[src/sv/dtm_pkg.sv]
package dtm_pkg;

  // Field widths of one request and one result
  localparam int unsigned WIDTH_W   = 16;
  localparam int unsigned HEIGHT_W  = 16;
  localparam int unsigned REFRESH_W = 8;
  localparam int unsigned RATIO_W   = 4;
  localparam int unsigned SLOT_W    = 4;
  localparam int unsigned COUNT_W   = 5;

  // Default table depth
  localparam int unsigned MAX_TIMINGS_DEF = 16;

  typedef enum logic {
    FUNC_WRITE = 1'b0,
    FUNC_FIND  = 1'b1
  } func_e;

  typedef enum logic [2:0] {
    ST_IDLE,
    ST_READ,
    ST_EVAL,
    ST_MOD,
    ST_FINISH
  } state_e;

  typedef struct packed {
    logic                  func;
    logic [SLOT_W-1:0]     entry_index;
    logic [WIDTH_W-1:0]    width;
    logic [HEIGHT_W-1:0]   height;
    logic [REFRESH_W-1:0]  refresh;
    logic [RATIO_W-1:0]    ratio;
    logic                  interlaced;
    logic                  preferred;
    logic                  closest_multiple;
    logic                  fallback_default;
  } req_t;

  typedef struct packed {
    logic              found;
    logic [SLOT_W-1:0] match_index;
  } rsp_t;

  // One stored timing (46 bits)
  typedef struct packed {
    logic [WIDTH_W-1:0]   width;
    logic [HEIGHT_W-1:0]  height;
    logic [REFRESH_W-1:0] refresh;
    logic [RATIO_W-1:0]   ratio;
    logic                 interlaced;
    logic                 preferred;
  } entry_t;

  // Remainder unit control and status
  typedef struct packed {
    logic                 start;
    logic [REFRESH_W-1:0] dividend;
    logic [REFRESH_W-1:0] divisor;
  } rem_ctl_t;

  typedef struct packed {
    logic done;
    logic zero;
  } rem_sts_t;

endpackage

[src/sv/dtm_stream_if.sv]
interface dtm_stream_if #(
  parameter type payload_t = logic
) ();

  logic     valid;
  logic     ready;
  payload_t data;

  modport source (output valid, output data, input ready);
  modport sink   (input valid, input data, output ready);

endinterface

[src/sv/dtm_rem_unit.sv]
module dtm_rem_unit (
  input  logic              clk_i,
  input  logic              rst_ni,
  input  dtm_pkg::rem_ctl_t ctl_i,
  output dtm_pkg::rem_sts_t sts_o
);

  localparam int unsigned HW    = dtm_pkg::REFRESH_W;
  localparam int unsigned CNT_W = $clog2(HW);

  logic             busy_q;
  logic             done_q;
  logic [CNT_W-1:0] cnt_q;
  logic [HW-1:0]    rem_q;
  logic [HW-1:0]    dvd_q;
  logic [HW-1:0]    dsr_q;
  logic [HW:0]      trial;
  logic [HW-1:0]    rem_d;

  // Shift in one dividend bit, subtract the divisor when it fits
  always_comb begin
    trial = {rem_q, dvd_q[HW-1]};
    if (trial >= {1'b0, dsr_q}) begin
      rem_d = HW'(trial - {1'b0, dsr_q});
    end else begin
      rem_d = HW'(trial);
    end
  end

  // Step control
  always_ff @(posedge clk_i or negedge rst_ni) begin
    if (!rst_ni) begin
      busy_q <= 1'b0;
      done_q <= 1'b0;
      cnt_q  <= '0;
    end else begin
      done_q <= 1'b0;
      if (ctl_i.start) begin
        busy_q <= 1'b1;
        cnt_q  <= '0;
      end else if (busy_q) begin
        cnt_q <= cnt_q + 1'b1;
        if (cnt_q == CNT_W'(HW - 1)) begin
          busy_q <= 1'b0;
          done_q <= 1'b1;
        end
      end
    end
  end

  // Datapath
  always_ff @(posedge clk_i) begin
    if (ctl_i.start) begin
      rem_q <= '0;
      dvd_q <= ctl_i.dividend;
      dsr_q <= ctl_i.divisor;
    end else if (busy_q) begin
      rem_q <= rem_d;
      dvd_q <= {dvd_q[HW-2:0], 1'b0};
    end
  end

  assign sts_o.done = done_q;
  assign sts_o.zero = (rem_q == '0);

endmodule

[src/sv/display_timing_match_core.sv]
// Timing table with first-match search. A write transfer stores one entry and
// gives no result. A find transfer gives one result after a scan that reads the
// table memory one entry at a time, up to the valid count, and stops on the
// first exact or preferred match. Each refresh-multiple candidate runs the shared
// bit-serial remainder unit (8 shift steps, then a done strobe). The input is not
// ready during a find; a finished result waits in the output register while writes
// still pass, and a stalled output register holds the next find in its final state.
// Configuration (valid entry count) is written through cfg_we_i / cfg_wdata_i.
module display_timing_match_core #(
  parameter int unsigned MAX_TIMINGS = dtm_pkg::MAX_TIMINGS_DEF
) (
  input  logic                          clk_i,
  input  logic                          rst_ni,
  dtm_stream_if.sink                    req_i,
  dtm_stream_if.source                  rsp_o,
  input  logic                          cfg_we_i,
  input  logic [dtm_pkg::COUNT_W-1:0]   cfg_wdata_i
);

  localparam int unsigned IW = (MAX_TIMINGS > 1) ? $clog2(MAX_TIMINGS) : 1;
  localparam int unsigned CW = $clog2(MAX_TIMINGS + 1);

  dtm_pkg::state_e                  state_q, state_d;
  logic [dtm_pkg::COUNT_W-1:0]      cfg_q;
  logic [CW-1:0]                    valid_n;
  logic [CW-1:0]                    idx_q, idx_d;
  logic                             have_q, have_d;
  logic                             have_pref_q, have_pref_d;
  logic [IW-1:0]                    sel_q, sel_d;
  logic [IW-1:0]                    first_pref_q, first_pref_d;
  logic [dtm_pkg::REFRESH_W-1:0]    sel_hz_q, sel_hz_d;
  dtm_pkg::req_t                    req_q, req_d;
  logic                             rsp_valid_q, rsp_valid_d;
  dtm_pkg::rsp_t                    rsp_q, rsp_d;
  dtm_pkg::entry_t                  mem_q [MAX_TIMINGS];
  dtm_pkg::entry_t                  rd_q;
  dtm_pkg::entry_t                  wr_entry;
  logic                             req_fire;
  logic [IW-1:0]                    cur;
  logic                             wild_all;
  logic                             geo;
  logic                             rate;
  logic                             pref_hit;
  logic                             cand;
  dtm_pkg::rem_ctl_t                rem_ctl;
  dtm_pkg::rem_sts_t                rem_sts;

  assign req_fire = req_i.valid && req_i.ready;
  assign req_i.ready = (state_q == dtm_pkg::ST_IDLE);
  assign rsp_o.valid = rsp_valid_q;
  assign rsp_o.data  = rsp_q;

  // Saturate the entry count at the table depth
  assign valid_n = (32'(cfg_q) > MAX_TIMINGS) ? CW'(MAX_TIMINGS) : CW'(cfg_q);

  // Table memory: one write port, one registered read port
  assign wr_entry.width      = req_i.data.width;
  assign wr_entry.height     = req_i.data.height;
  assign wr_entry.refresh    = req_i.data.refresh;
  assign wr_entry.ratio      = req_i.data.ratio;
  assign wr_entry.interlaced = req_i.data.interlaced;
  assign wr_entry.preferred  = req_i.data.preferred;

  always_ff @(posedge clk_i) begin
    if (req_fire && req_i.data.func == dtm_pkg::FUNC_WRITE &&
        32'(req_i.data.entry_index) < MAX_TIMINGS) begin
      mem_q[IW'(req_i.data.entry_index)] <= wr_entry;
    end
    rd_q <= mem_q[idx_q[IW-1:0]];
  end

  // Match terms for the entry under test
  assign cur      = idx_q[IW-1:0];
  assign wild_all = (req_q.width == '0) && (req_q.height == '0) && (req_q.refresh == '0);
  assign pref_hit = rd_q.preferred && (req_q.preferred || wild_all);
  assign geo      = ((req_q.width == '0) || (req_q.width == rd_q.width)) &&
                    ((req_q.height == '0) || (req_q.height == rd_q.height)) &&
                    ((req_q.ratio == '0) || (req_q.ratio == rd_q.ratio)) &&
                    (req_q.interlaced == rd_q.interlaced);
  assign rate     = (req_q.refresh == '0) || (req_q.refresh == rd_q.refresh);
  assign cand     = geo && req_q.closest_multiple && (req_q.refresh != '0) &&
                    (!have_q || (sel_hz_q > rd_q.refresh));

  dtm_rem_unit u_rem (
    .clk_i  (clk_i),
    .rst_ni (rst_ni),
    .ctl_i  (rem_ctl),
    .sts_o  (rem_sts)
  );

  // Sequencer: next state and datapath updates
  always_comb begin
    state_d      = state_q;
    idx_d        = idx_q;
    have_d       = have_q;
    have_pref_d  = have_pref_q;
    sel_d        = sel_q;
    first_pref_d = first_pref_q;
    sel_hz_d     = sel_hz_q;
    req_d        = req_q;
    rsp_d        = rsp_q;
    rsp_valid_d  = rsp_valid_q && !rsp_o.ready;
    rem_ctl.start    = 1'b0;
    rem_ctl.dividend = rd_q.refresh;
    rem_ctl.divisor  = req_q.refresh;

    unique case (state_q)
      dtm_pkg::ST_IDLE: begin
        if (req_i.valid && req_i.data.func == dtm_pkg::FUNC_FIND) begin
          req_d        = req_i.data;
          idx_d        = '0;
          have_d       = 1'b0;
          have_pref_d  = 1'b0;
          sel_d        = '0;
          first_pref_d = '0;
          sel_hz_d     = '0;
          state_d      = dtm_pkg::ST_READ;
        end
      end
      dtm_pkg::ST_READ: begin
        if (idx_q >= valid_n) begin
          state_d = dtm_pkg::ST_FINISH;
        end else begin
          state_d = dtm_pkg::ST_EVAL;
        end
      end
      dtm_pkg::ST_EVAL: begin
        if (rd_q.preferred && !have_pref_q) begin
          have_pref_d  = 1'b1;
          first_pref_d = cur;
        end
        if (pref_hit || (geo && rate)) begin
          have_d  = 1'b1;
          sel_d   = cur;
          state_d = dtm_pkg::ST_FINISH;
        end else if (cand) begin
          rem_ctl.start = 1'b1;
          state_d       = dtm_pkg::ST_MOD;
        end else begin
          idx_d   = idx_q + 1'b1;
          state_d = dtm_pkg::ST_READ;
        end
      end
      dtm_pkg::ST_MOD: begin
        if (rem_sts.done) begin
          if (rem_sts.zero) begin
            have_d   = 1'b1;
            sel_d    = cur;
            sel_hz_d = rd_q.refresh;
          end
          idx_d   = idx_q + 1'b1;
          state_d = dtm_pkg::ST_READ;
        end
      end
      dtm_pkg::ST_FINISH: begin
        if (!rsp_valid_q || rsp_o.ready) begin
          rsp_valid_d = 1'b1;
          rsp_d.found = have_q || req_q.fallback_default;
          if (have_q) begin
            rsp_d.match_index = dtm_pkg::SLOT_W'(sel_q);
          end else if (req_q.fallback_default && have_pref_q) begin
            rsp_d.match_index = dtm_pkg::SLOT_W'(first_pref_q);
          end else begin
            rsp_d.match_index = '0;
          end
          state_d = dtm_pkg::ST_IDLE;
        end
      end
      default: begin
        state_d = dtm_pkg::ST_IDLE;
      end
    endcase
  end

  // Control registers
  always_ff @(posedge clk_i or negedge rst_ni) begin
    if (!rst_ni) begin
      state_q     <= dtm_pkg::ST_IDLE;
      cfg_q       <= '0;
      rsp_valid_q <= 1'b0;
      have_q      <= 1'b0;
      have_pref_q <= 1'b0;
      idx_q       <= '0;
    end else begin
      state_q     <= state_d;
      rsp_valid_q <= rsp_valid_d;
      have_q      <= have_d;
      have_pref_q <= have_pref_d;
      idx_q       <= idx_d;
      if (cfg_we_i) begin
        cfg_q <= cfg_wdata_i;
      end
    end
  end

  // Payload registers
  always_ff @(posedge clk_i) begin
    sel_q        <= sel_d;
    first_pref_q <= first_pref_d;
    sel_hz_q     <= sel_hz_d;
    req_q        <= req_d;
    rsp_q        <= rsp_d;
  end

`ifndef SYNTHESIS
  // An entry is only evaluated inside the valid range
  a_eval_in_range: assert property (@(posedge clk_i) disable iff (!rst_ni)
    state_q == dtm_pkg::ST_EVAL |-> idx_q < valid_n)
    else $error("entry evaluated beyond the valid count");

  // A result without a match carries index zero
  a_nomatch_zero: assert property (@(posedge clk_i) disable iff (!rst_ni)
    rsp_valid_q && !rsp_q.found |-> rsp_q.match_index == '0)
    else $error("no-match result with nonzero index");

  // The remainder unit reports done only while the sequencer waits for it
  a_rem_done_mod: assert property (@(posedge clk_i) disable iff (!rst_ni)
    rem_sts.done |-> state_q == dtm_pkg::ST_MOD)
    else $error("remainder done outside the multiple test");

  // A finished remainder test always advances the scan
  a_mod_advance: assert property (@(posedge clk_i) disable iff (!rst_ni)
    state_q == dtm_pkg::ST_MOD && rem_sts.done |=>
      state_q == dtm_pkg::ST_READ && idx_q == $past(idx_q) + 1'b1)
    else $error("scan did not advance after the remainder test");
`endif

endmodule

[src/flat_wrapper.sv]
// flat-port wrapper written by rule: the top's interface ports become plain ports
module display_timing_match_core_flat 
#(
  parameter int unsigned MAX_TIMINGS = dtm_pkg::MAX_TIMINGS_DEF
)
  (clk_i, rst_ni, cfg_we_i, cfg_wdata_i, req_i_valid, req_i_data, req_i_ready, rsp_o_valid, rsp_o_data, rsp_o_ready);
  dtm_stream_if #(.payload_t(dtm_pkg::req_t)) req_i_i ();
  dtm_stream_if #(.payload_t(dtm_pkg::rsp_t)) rsp_o_i ();
  input  logic clk_i;
  input  logic rst_ni;
  input  logic cfg_we_i;
  input  logic [dtm_pkg::COUNT_W-1:0] cfg_wdata_i;
  input wire logic [$bits(req_i_i.valid)-1:0] req_i_valid;
  input wire logic [$bits(req_i_i.data)-1:0] req_i_data;
  output wire logic [$bits(req_i_i.ready)-1:0] req_i_ready;
  output wire logic [$bits(rsp_o_i.valid)-1:0] rsp_o_valid;
  output wire logic [$bits(rsp_o_i.data)-1:0] rsp_o_data;
  input wire logic [$bits(rsp_o_i.ready)-1:0] rsp_o_ready;
  assign req_i_i.valid = req_i_valid;
  assign req_i_i.data = req_i_data;
  assign req_i_ready = req_i_i.ready;
  assign rsp_o_valid = rsp_o_i.valid;
  assign rsp_o_data = rsp_o_i.data;
  assign rsp_o_i.ready = rsp_o_ready;
  display_timing_match_core #(.MAX_TIMINGS(MAX_TIMINGS)) u_core (.clk_i(clk_i), .rst_ni(rst_ni), .req_i(req_i_i), .rsp_o(rsp_o_i), .cfg_we_i(cfg_we_i), .cfg_wdata_i(cfg_wdata_i));
endmodule
[config.mk]
export PLATFORM = sky130hd
export DESIGN_NAME = display_timing_match_core_flat
export DESIGN_NICKNAME = d
export VERILOG_FILES = /design/src/sv/dtm_pkg.sv /design/src/sv/dtm_stream_if.sv /design/src/sv/dtm_rem_unit.sv /design/src/sv/display_timing_match_core.sv /design/src/flat_wrapper.sv
export SDC_FILE = /design/constraint.sdc
export NUM_CORES = 1
export LEC_CHECK = 0
export CORE_MARGIN = 1
export CORE_UTILIZATION = 50
export DETAILED_ROUTE_END_ITERATION = 8
export DONT_BUFFER_PORTS = 1
export PLACE_DENSITY = 0.67
export SYNTH_ARGS = -nofsm -noshare
export SYNTH_HDL_FRONTEND = slang
export SYNTH_SLANG_ARGS = --single-unit
[constraint.sdc]
create_clock -name clk_i -period 9.22 [get_ports clk_i]
set_input_delay 0.922 -clock clk_i [delete_from_list [all_inputs] [get_ports clk_i]]
set_output_delay 0.922 -clock clk_i [all_outputs]
set_load 0.05 [all_outputs]
==> flow_summary.ini, run 1 <==
[placed_design]
gp_congestion = 0.7798
port_buffers = 0
dp_hpwl_um = 35080

[logic_synthesis]
synth_adder_area_share_pct = 0.9388
synth_seq_area_share_pct = 76.96
synth_compound_area_share_pct = 1.371
ys_types = 56
synth.mux.area_fraction_pct = 15.89
yosys.area_share.simple_pct = 2.512
ys_warn_count = 0
synth_top_family_by_area = multiplexers
synth-edff-count = 821
ys_ff_latch = 896
synth_area_per_cell_um2 = 22.13
synth_nets = 1630
synthFlopType = edfxtp_1
async_reset_ff_share_pct = 2.344
synth-xor-area-share_pct = 1.206
netlist_area_um2 = 34120
syn_inst = 1542

[clock_tree]
cts.reportedPaths.clkPinSlew_ns = 0.07
cts_resized = 0
post_cts_buffers = 0
cts_htree_levels = 3
cts_buffers = 88
cts_root_buffer = clkbuf_16
clock_path_buffers = 3
cts_hold_buf = 1
cts_tree = done
insertion_delay_ns = 0.65
cts.sinks = 896

[hold_path]
hp-class = in2reg
holdPathStages = 0

[route]
firstDrtPassIters = 5
routed_wl_um = 70240
ant_nets = 0
dr.first_iter.drc_count = 1676
routed_via_density = 6.026
wl_per_cell_um = 27.61
drcViolationCount = 0
vias = 15330

[critical_path]
endpoint = u_core.mem_q[9][30]$_DFFE_PP_
endpoint_kind = flip-flop
cpMaxStageDelayCell = nor2_4
timing.rr.end = u_core.mem_q[9][30]$_DFFE_PP_
crit_start = u_core.state_q[1]$_DFFE_PN0P_
rrSetupSlack_ns = 5.12
worstPathArrival_ns = 4.39
cp_max_fo = 24
r2r_cells = 6
cp_cell_sequence = nor3_2, nand3b_1, nor2_1, nand2_1, nor2_4, buf_4
required_ns = 9.51
r2r_start = u_core.state_q[1]$_DFFE_PN0P_
slowest_delay_ns = 0.94
startpoint_type = flip-flop
critPathKind = reg2reg

[grt]
grt_pass1_wl_um = 104900
grt_use_met1_pct = 29.27
grt.busiest_layer = met2
track_usage_pct = 20.88
gr-usage-met2_pct = 33.71
grt_pass1_vias = 15960
grt_max_degree = 115
grt.overflow.total = 0
grtUsageMet3_pct = 4.387
antenna_found_initial = 0

[cells_and_area]
multi_input_area_um2 = 7601
fillers = 4738
antenna_cells = 0
layout.nets = 1684
syn_to_final_growth_pct = 12.58
drive_gt1_share_pct = 26.27
regArea_um2 = 26270

[timing]
fin_crit_ns = 4.101
hold_viol = 0
slew_headroom_pct = 19.79
clock_skew_ns = 0.02282
timing.setup.tns_ns = 0
slew_violations = 0
fmaxAchievable_mhz = 243.9
setup_violations = 0
layout_worst_path_cycle_share_pct = 44.48
max_slew.worst_pin.slew_ns = 1.194
rsz0062_at_grt = no

[pwr]
cellPowerDensity_nw_per_um2 = 259.8
p_total_mw = 9.979
p_leak_nw = 12.12
vdd_drop_max_mv = 0.1640

[floorplan]
chipHeight_um = 263.2
die-area_um2 = 69290
initial_core_util_pct = 50.63
rows = 95
ios = 70
fp.dieW_um = 263.2
core_um2 = 67400

[run]
cap_violations = 0

[outcome]
outcome = complete, no violations
==> Yosys cell counts, drive strengths merged (2+ instances only) <==
cell       n  area (µm²)
buf       26       132.6
mux2i      7       70.07
nand4      9       56.30
o21ai     21       105.1
mux4     230        5180
xor2      33       289.0
xnor2     14       122.6
dfrtp     21       525.5
and2       5       31.28
a21o       6       45.04
o31ai      2       15.01
o2bb2ai    2       17.52
mux2      13       172.7
o21a       6       45.04
nand2b     6       37.54
and3       3       20.02
a21oi      9       45.04
a21boi     2       15.02
and4       2       17.52
nand3b     2       15.01
nand3     14       75.07
a31oi      6       37.54
nor4      21       156.4
ha        24       300.3
inv       29       108.9
or2        2       12.51
nor2      45       168.9
clkbuf    37       138.9
nor2b      7       43.79
nor3       9       45.04
a211oi     7       57.55
edfxtp   821       24650
dfxtp     54        1081
nand2     27       101.4
or3        8       50.05
==> where the power goes <==
| part | internal, mW | switching, mW |
|---|---|---|
| registers | 4.67 | 0.227 |
| clock network | 2.31 | 1.50 |
| logic | 0.692 | 0.579 |
==> state kept, by name, summed over array words and instances, names as in the netlist <==
register / cells
u_core.rem_ctl: 8
u_core.state_q: 3
u_core.rsp_o.valid: 1
u_core.u_rem.cnt_q: 3
u_core.mem_q: 736
u_core.have_q: 1
u_core.u_rem.busy_q: 1
u_core.have_pref_q: 1
u_core.cfg_q: 5
u_core.sel_q: 4
u_core.u_rem.rem_q: 8
u_core.rd_q: 46
u_core.u_rem.done_q: 1
u_core.first_pref_q: 4
u_core.u_rem.dsr_q: 8
u_core.req_q: 40
u_core.idx_q: 5
u_core.u_rem.dvd_q: 8
u_core.sel_hz_q: 8
u_core.rsp_o.data: 5
==> logic make-up after synthesis <==
group / Yosys count
adders and majority gates: 25
DFF: 896
muxes: 250
AOI/OAI and AO/OA: 70
and+or+nand+nor: 162
xor gates and xnor gates: 47
buffers and inverters: 92
==> routing by layer <==
layer,up-vias,part of all wire (%)
met2,502,50
met1,8184,42
li1,6538,-
met3,106,6.5
met4,0,2.1
met5,-,0
==> per-stage QoR <==
stage / setup WS, ns / utilization [%] / cells / instance area (µm²) / hold slack (ns)
4_1_cts: 5.083 / 57.00 / 2544 / 38410 / 0.3316
5_1_grt: 4.911 / 57.00 / 2544 / 38410 / 0.3364
3_5_place_dp: 5.091 / 52.35 / 2378 / 35280 / 0.4915
2_1_floorplan: 3.054 / - / 1542 / 34120 / 0.4726
6_report: 5.119 / 57.00 / 2544 / 38410 / 0.3659
3_3_place_gp: 5.110 / 52.35 / 2378 / 35280 / 0.4867
==> how the worst min path moves through the flow <==
stage,startpoint,endpoint,slack (ns)
2_1_floorplan,u_core.cfg_q[0]$_DFFE_PN0P_,u_core.cfg_q[0]$_DFFE_PN0P_,0.47
3_3_place_gp,u_core.cfg_q[0]$_DFFE_PN0P_,u_core.cfg_q[0]$_DFFE_PN0P_,0.49
3_5_place_dp,u_core.rem_ctl[0]$_DFFE_PP_,u_core.u_rem.dsr_q[0]$_DFFE_PP_,0.49
4_1_cts,req_i_data[24],u_core.mem_q[15][22]$_DFFE_PP_,0.33
5_1_grt,req_i_data[24],u_core.mem_q[6][22]$_DFFE_PP_,0.34
6_report,req_i_data[27],u_core.req_q[27]$_DFFE_PP_,0.37
==> final cells by class <==
class	instances	area share (%)
timing repair buffer	27	0.5668
multi-input combinational	554	19.79
inverter	29	0.2899
tap	873	2.844
sequential	896	68.39
clock inverter	59	2.003
clock buffer	106	6.124
==> cell usage in the layout (no fill, tap or decap), drive strengths merged, types with 24 or more instances in the layout <==
| master | instances |
|---|---|
| ha | 24 |
| xor2 | 33 |
| buf | 26 |
| edfxtp | 821 |
| clkinv | 33 |
| clkbuf | 106 |
| nand2 | 27 |
| nor2 | 45 |
| inv | 34 |
| mux4 | 230 |
| dfxtp | 54 |
==> worst max-delay path, delay by kind of cell (launching register included) <==
family                 cells  cell delay, ns
buffers and inverters      1            0.54
and+or+nand+nor            5            2.72
DFF                        1            0.48
(Power assumes the default switching activity.)
==> inputs of run 2 (changes only) <==
--- a/config.mk
+++ b/config.mk
@@ -5,6 +5,7 @@
 export SDC_FILE = /design/constraint.sdc
 export NUM_CORES = 1
 export LEC_CHECK = 0
+export ABC_AREA = 1
 export CORE_MARGIN = 1
 export CORE_UTILIZATION = 50
 export DETAILED_ROUTE_END_ITERATION = 8
==> constraint.sdc (replaced) <==
create_clock -name clk_i -period 4.13 [get_ports clk_i]
set_input_delay 0.413 -clock clk_i [delete_from_list [all_inputs] [get_ports clk_i]]
set_output_delay 0.413 -clock clk_i [all_outputs]
set_load 0.05 [all_outputs]
==> flow_summary.ini, run 2 <==
[logic_synthesis]
synth_adder_area_share_pct = 0.9123
synth.mux.area_fraction_pct = 0.09622
synth_nets = 2803
synth_area_per_cell_um2 = 12.93
synth-edff-count = 821
synth_compound_area_share_pct = 10.40
synth_top_family_by_area = compound AO/OA/AOI/OAI gates
synth_seq_area_share_pct = 74.80
ys_types = 41
async_reset_ff_share_pct = 2.344
synth_top_area_share_pct = 70.22
syn_inst = 2715
synthFlopType = edfxtp_1
synthTopCellsByArea = edfxtp_1 (70%), o21ai_0 (5.5%), nor2_1 (5.0%), dfxtp_1 (3.1%), nand2_1 (2.7%)
yosysTopAreaCell = edfxtp_1
ys_warn_count = 0
synth-xor-area-share_pct = 0.7733
netlist_area_um2 = 35110
yosys.area_share.simple_pct = 10.06
ys_ff_latch = 896
netlist_top_cells_count = edfxtp_1 (821), nor2_1 (465), o21ai_0 (386)
yosysMostFrequentCell = edfxtp_1

[placed_design]
dp_hpwl_um = 43370
port_buffers = 0
dpl.cell_count = 3543
gp_congestion = 0.8167

[timing]
hold_slack_ns = 0.1673
slew_headroom_pct = 28.91
fin_crit_ns = 3.118
fmaxAchievable_mhz = 320.7
clock_skew_ns = 0.02806
slew_violations = 0
layout_worst_path_cycle_share_pct = 75.50
hold_viol = 0
timing.setup.tns_ns = 0
rsz0062_at_grt = no
max_slew.worst_pin.slew_ns = 1.058
setup_violations = 0

[route]
routed_wl_um = 79680
dr.first_iter.drc_count = 2185
routed_via_density = 5.796
wl_per_cell_um = 21.15
drcViolationCount = 0
firstDrtPassIters = 5
ant_nets = 0
vias = 21838

[clock_tree]
cts_tree = done
post_cts_buffers = 0
cts_resized = 0
insertion_delay_ns = 0.65
cts_hold_buf = 56
cts.reportedPaths.clkPinSlew_ns = 0.06
cts_htree_levels = 3
cts_buffers = 90
cts.sinks = 896
cts_root_buffer = clkbuf_16
clock_path_buffers = 3

[floorplan]
core_um2 = 69070
ios = 70
die-area_um2 = 71280
initial_core_util_pct = 50.83
fp.dieW_um = 267.0
rows = 96
chipHeight_um = 267.0

[pwr]
swShare_pct = 27.38
p_leak_nw = 13.55
pwr-share-seq_pct = 49.4
comb_power_share_pct = 15.1
net-switching-power_mw = 5.973
vdd_drop_max_mv = 0.3601
p_clk_share_pct = 35.6
cellPowerDensity_nw_per_um2 = 549.4
internal_power_mw = 15.84

[cells_and_area]
final_cell_mix = edfxtp_1 (821), nor2_1 (447), o21ai_0 (386), nand2_1 (257), nand3_1 (108)
final_util_pct = 57.50
largestRegisters = u_core.mem_q: 736 flops, u_core.rd_q: 46 flops, u_core.req_q: 40 flops
drive_gt1_share_pct = 8.577
syn_to_final_growth_pct = 13.11
layout.nets = 2848
fillers = 5339
fin_cells = 3768
largest_register_ffs = 736
regMostFlops = u_core.mem_q
final_common_cell = edfxtp_1

[outcome]
outcome = complete, no violations

[grt]
grt_pass1_wl_um = 122400
grt_pass1_vias = 21138
grt.overflow.total = 0
grt_max_degree = 203
track_usage_pct = 22.49
antenna_found_initial = 6

[critical_path]
endpoint_kind = flip-flop
startpoint_type = flip-flop
worstPathArrival_ns = 3.45
required_ns = 4.46
critPathKind = reg2reg
cp_max_fo = 22

[hold_path]
hp-class = in2reg

[run]
cap_violations = 0
[run 2: logic make-up (layout without fill, tap and decap cells)]
logic type,after synthesis,count (layout)
AOI/OAI and AO/OA,626,626
muxes,3,3
other,0,4
xor gates and xnor gates,31,31
adders and majority gates,25,25
DFF,896,896
and+or+nand+nor,868,868
buffers and inverters,266,384
[run 2: final timing paths]
kind                                                from                               to  slack, ns  depth (start not counted)
max                        u_core.state_q[1]$_DFFE_PN0P_    u_core.mem_q[7][36]$_DFFE_PP_       1.01                          8
min                                          rsp_o_ready   u_core.rsp_o.data[3]$_DFFE_PP_       0.17                          2
max reg2reg                u_core.state_q[1]$_DFFE_PN0P_    u_core.mem_q[7][36]$_DFFE_PP_       1.01                          8
min reg2reg                  u_core.rem_ctl[4]$_DFFE_PP_  u_core.u_rem.dsr_q[4]$_DFFE_PP_       0.50                          0
max in group asynchronous                         rst_ni      u_core.idx_q[0]$_DFFE_PN0P_       3.06                          1
min in group asynchronous                         rst_ni      u_core.idx_q[4]$_DFFE_PN0P_       0.36                          1
[run 2: stage by stage]
step | instance area [µm²] | setup slack (ns) | total power, mW
2_1_floorplan | 35110 | 0.3263 | 13.20
6_report | 39710 | 1.012 | 21.82
3_3_place_gp | 36320 | 1.029 | 13.96
3_5_place_dp | 36320 | 1.045 | 14.08
5_1_grt | 39710 | 0.8063 | 22.73
4_1_cts | 39700 | 1.032 | 21.93
[run 2: power by group through the flow]
stage,sequential (mW),clock (mW),combinational (mW)
2_1_floorplan,10.9,0,2.34
3_3_place_gp,10.9,0,3.01
3_5_place_dp,11.0,0,3.12
4_1_cts,10.8,7.87,3.29
5_1_grt,10.8,8.22,3.70
6_report,10.8,7.76,3.29
[run 2: worst max-delay path: stages (launching register included)]
cell and delay (ns):
dfrtp_1 0.40, nor2_1 0.16, nand2_1 0.17, inv_1 0.42, nand2_1 0.09, nor2_1 0.36, nand3_1 0.43, nor2_4 0.49
buf_12 0.25
[run 2: per-layer routing]
layer  part of all wire, %  vias to the layer above  routed length (µm)  global-route usage [%]
li1                      -                    10009                   -                       -
met1                    43                    10860               34600                   31.82
met2                    47                      849               37750                   36.21
met3                   7.1                      114                5651                   3.441
met4                   2.1                        6                1643                   6.508
met5                 0.044                        -                  35                       0
[run 2: layout make-up]
cell class	count	area [µm²]	share of cell area, %
Sequential cell	896	26270	66.16
Multi-Input combinational cell	1553	7943	20.00
Clock buffer	124	2470	6.220
Tap cell	931	1165	2.933
Timing Repair Buffer	107	1069	2.691
Inverter	112	430.4	1.084
Clock inverter	41	352.8	0.8885
Antenna cell	4	10.01	0.02521
==> inputs of run 3 (changes only) <==
==> constraint.sdc (replaced) <==
create_clock -name clk_i -period 3.17 [get_ports clk_i]
set_input_delay 0.317 -clock clk_i [delete_from_list [all_inputs] [get_ports clk_i]]
set_output_delay 0.317 -clock clk_i [all_outputs]
set_load 0.05 [all_outputs]
==> flow_summary.ini, run 3 (synthesis gave the netlist of run 2 again) <==
[outcome]
outcome = complete, no violations

[cells_and_area]
syn_to_final_growth_pct = 13.43
layout.nets = 2846
multi_input_area_um2 = 7943
final_common_cell = edfxtp_1
largest_register_ffs = 736
largestRegisters = u_core.mem_q: 736 flops, u_core.rd_q: 46 flops, u_core.req_q: 40 flops
drive_gt1_share_pct = 8.254
final_cell_mix = edfxtp_1 (821), nor2_1 (447), o21ai_0 (386), nand2_1 (257), nand3_1 (108)
fillers = 5323
regMostFlops = u_core.mem_q
regArea_um2 = 26270

[clock_tree]
post_cts_buffers = 0
cts.reportedPaths.clkPinSlew_ns = 0.06
clock_path_buffers = 3
cts.sinks = 896
cts_hold_buf = 56
cts_tree = done
insertion_delay_ns = 0.65
cts_resized = 0
cts_buffers = 89
cts_htree_levels = 3
cts_root_buffer = clkbuf_16

[pwr]
cellPowerDensity_nw_per_um2 = 715.1
p_leak_nw = 13.55
p_total_mw = 28.48
vdd_drop_max_mv = 0.6345

[placed_design]
port_buffers = 0
gp_congestion = 0.8425
dp_hpwl_um = 44830

[critical_path]
startpoint_type = flip-flop
required_ns = 3.44
worstPathArrival_ns = 2.91
critPathKind = reg2reg
endpoint_kind = flip-flop
cp_max_fo = 31

[timing]
hold_slack_ns = 0.08651
rsz0062_at_grt = no
slew_headroom_pct = 27.09
hold_viol = 0
layout_worst_path_cycle_share_pct = 83.34
slew_violations = 0
max_slew.worst_pin.slew_ns = 1.094
fmaxAchievable_mhz = 378.5
clock_skew_ns = 0.01892
setup_violations = 0
fin_crit_ns = 2.642

[grt]
grt_pass1_vias = 21767
track_usage_pct = 23.82
antenna_found_initial = 3
grt_max_degree = 228
grt_pass1_wl_um = 128700
grt.overflow.total = 0

[route]
dr.first_iter.drc_count = 2630
drcViolationCount = 0
routed_via_density = 5.833
ant_nets = 0
routed_wl_um = 83940
wl_per_cell_um = 22.27
firstDrtPassIters = 6
vias = 21992

[run]
cap_violations = 0

[hold_path]
hp-class = in2reg

[floorplan]
initial_core_util_pct = 50.83
rows = 96
chipHeight_um = 267.0
ios = 70
die-area_um2 = 71280
fp.dieW_um = 267.0
core_um2 = 69070
[run 3: cell types whose count changed in the layout (fill, tap and decap cells not counted), sizes merged]
cell,previous run,this run
clkbuf,124,129
clkinv,33,34
buf,51,50
inv,117,114
[run 3: worst paths after layout]
check,from,endpoint,slack (ns),cells past startpoint
worst max-delay path,u_core.state_q[1]$_DFFE_PN0P_,u_core.mem_q[1][30]$_DFFE_PP_,0.53,8
worst min-delay path,rsp_o_ready,u_core.rsp_o.data[4]$_DFFE_PP_,0.09,2
worst max register to register,u_core.state_q[1]$_DFFE_PN0P_,u_core.mem_q[1][30]$_DFFE_PP_,0.53,8
worst min register to register,u_core.u_rem.rem_q[7]$_SDFFE_PP0P_,u_core.u_rem.rem_q[7]$_SDFFE_PP0P_,0.50,2
max in group asynchronous,rst_ni,u_core.idx_q[1]$_DFFE_PN0P_,2.12,1
min in group asynchronous,rst_ni,u_core.state_q[0]$_DFFE_PN0P_,0.30,1
[run 3: layout make-up]
type | count | share of cell area, %
Sequential cell | 896 | 65.97
Multi-Input combinational cell | 1553 | 19.94
Clock buffer | 129 | 6.224
Timing Repair Buffer | 106 | 3.073
Tap cell | 931 | 2.925
Inverter | 112 | 1.081
Clock inverter | 39 | 0.7572
Antenna cell | 4 | 0.02514
[run 3: layer usage]
layer	vias up	global-route usage (%)	routed length (µm)
met3	133	3.783	6576
met5	-	0	0
met4	0	8.046	1970
li1	10014	-	-
met1	10948	32.42	34670
met2	897	39.12	40720
[run 3: where the power goes]
part,switching (mW),leakage (nW),internal (mW)
Combinational,3.08,4.10,1.35
Clock,4.31,1.36,5.70
Sequential,0.433,8.10,13.6
[run 3: worst max-delay path: stages, from the launching register on]
cell and delay, ns:
dfrtp_1 0.41, nor2_1 0.14, nand2_1 0.16, inv_1 0.11, nand2_1 0.05, nor2_1 0.25
nand3_1 0.41, nor2_4 0.19, buf_4 0.53
[run 3: per-stage QoR]
| stage | setup TNS, ns | utilization [%] | instances | area (µm²) | setup slack [ns] |
|---|---|---|---|---|---|
| 2_1_floorplan | -466.43 | - | 2715 | 35110 | -0.6337 |
| 3_3_place_gp | 0 | 52.81 | 3542 | 36470 | 0.5971 |
| 3_5_place_dp | 0 | 52.81 | 3542 | 36470 | 0.5798 |
| 4_1_cts | 0 | 57.64 | 3766 | 39810 | 0.5793 |
| 5_1_grt | 0 | 57.65 | 3767 | 39820 | 0.4093 |
| 6_report | 0 | 57.66 | 3770 | 39820 | 0.5282 |
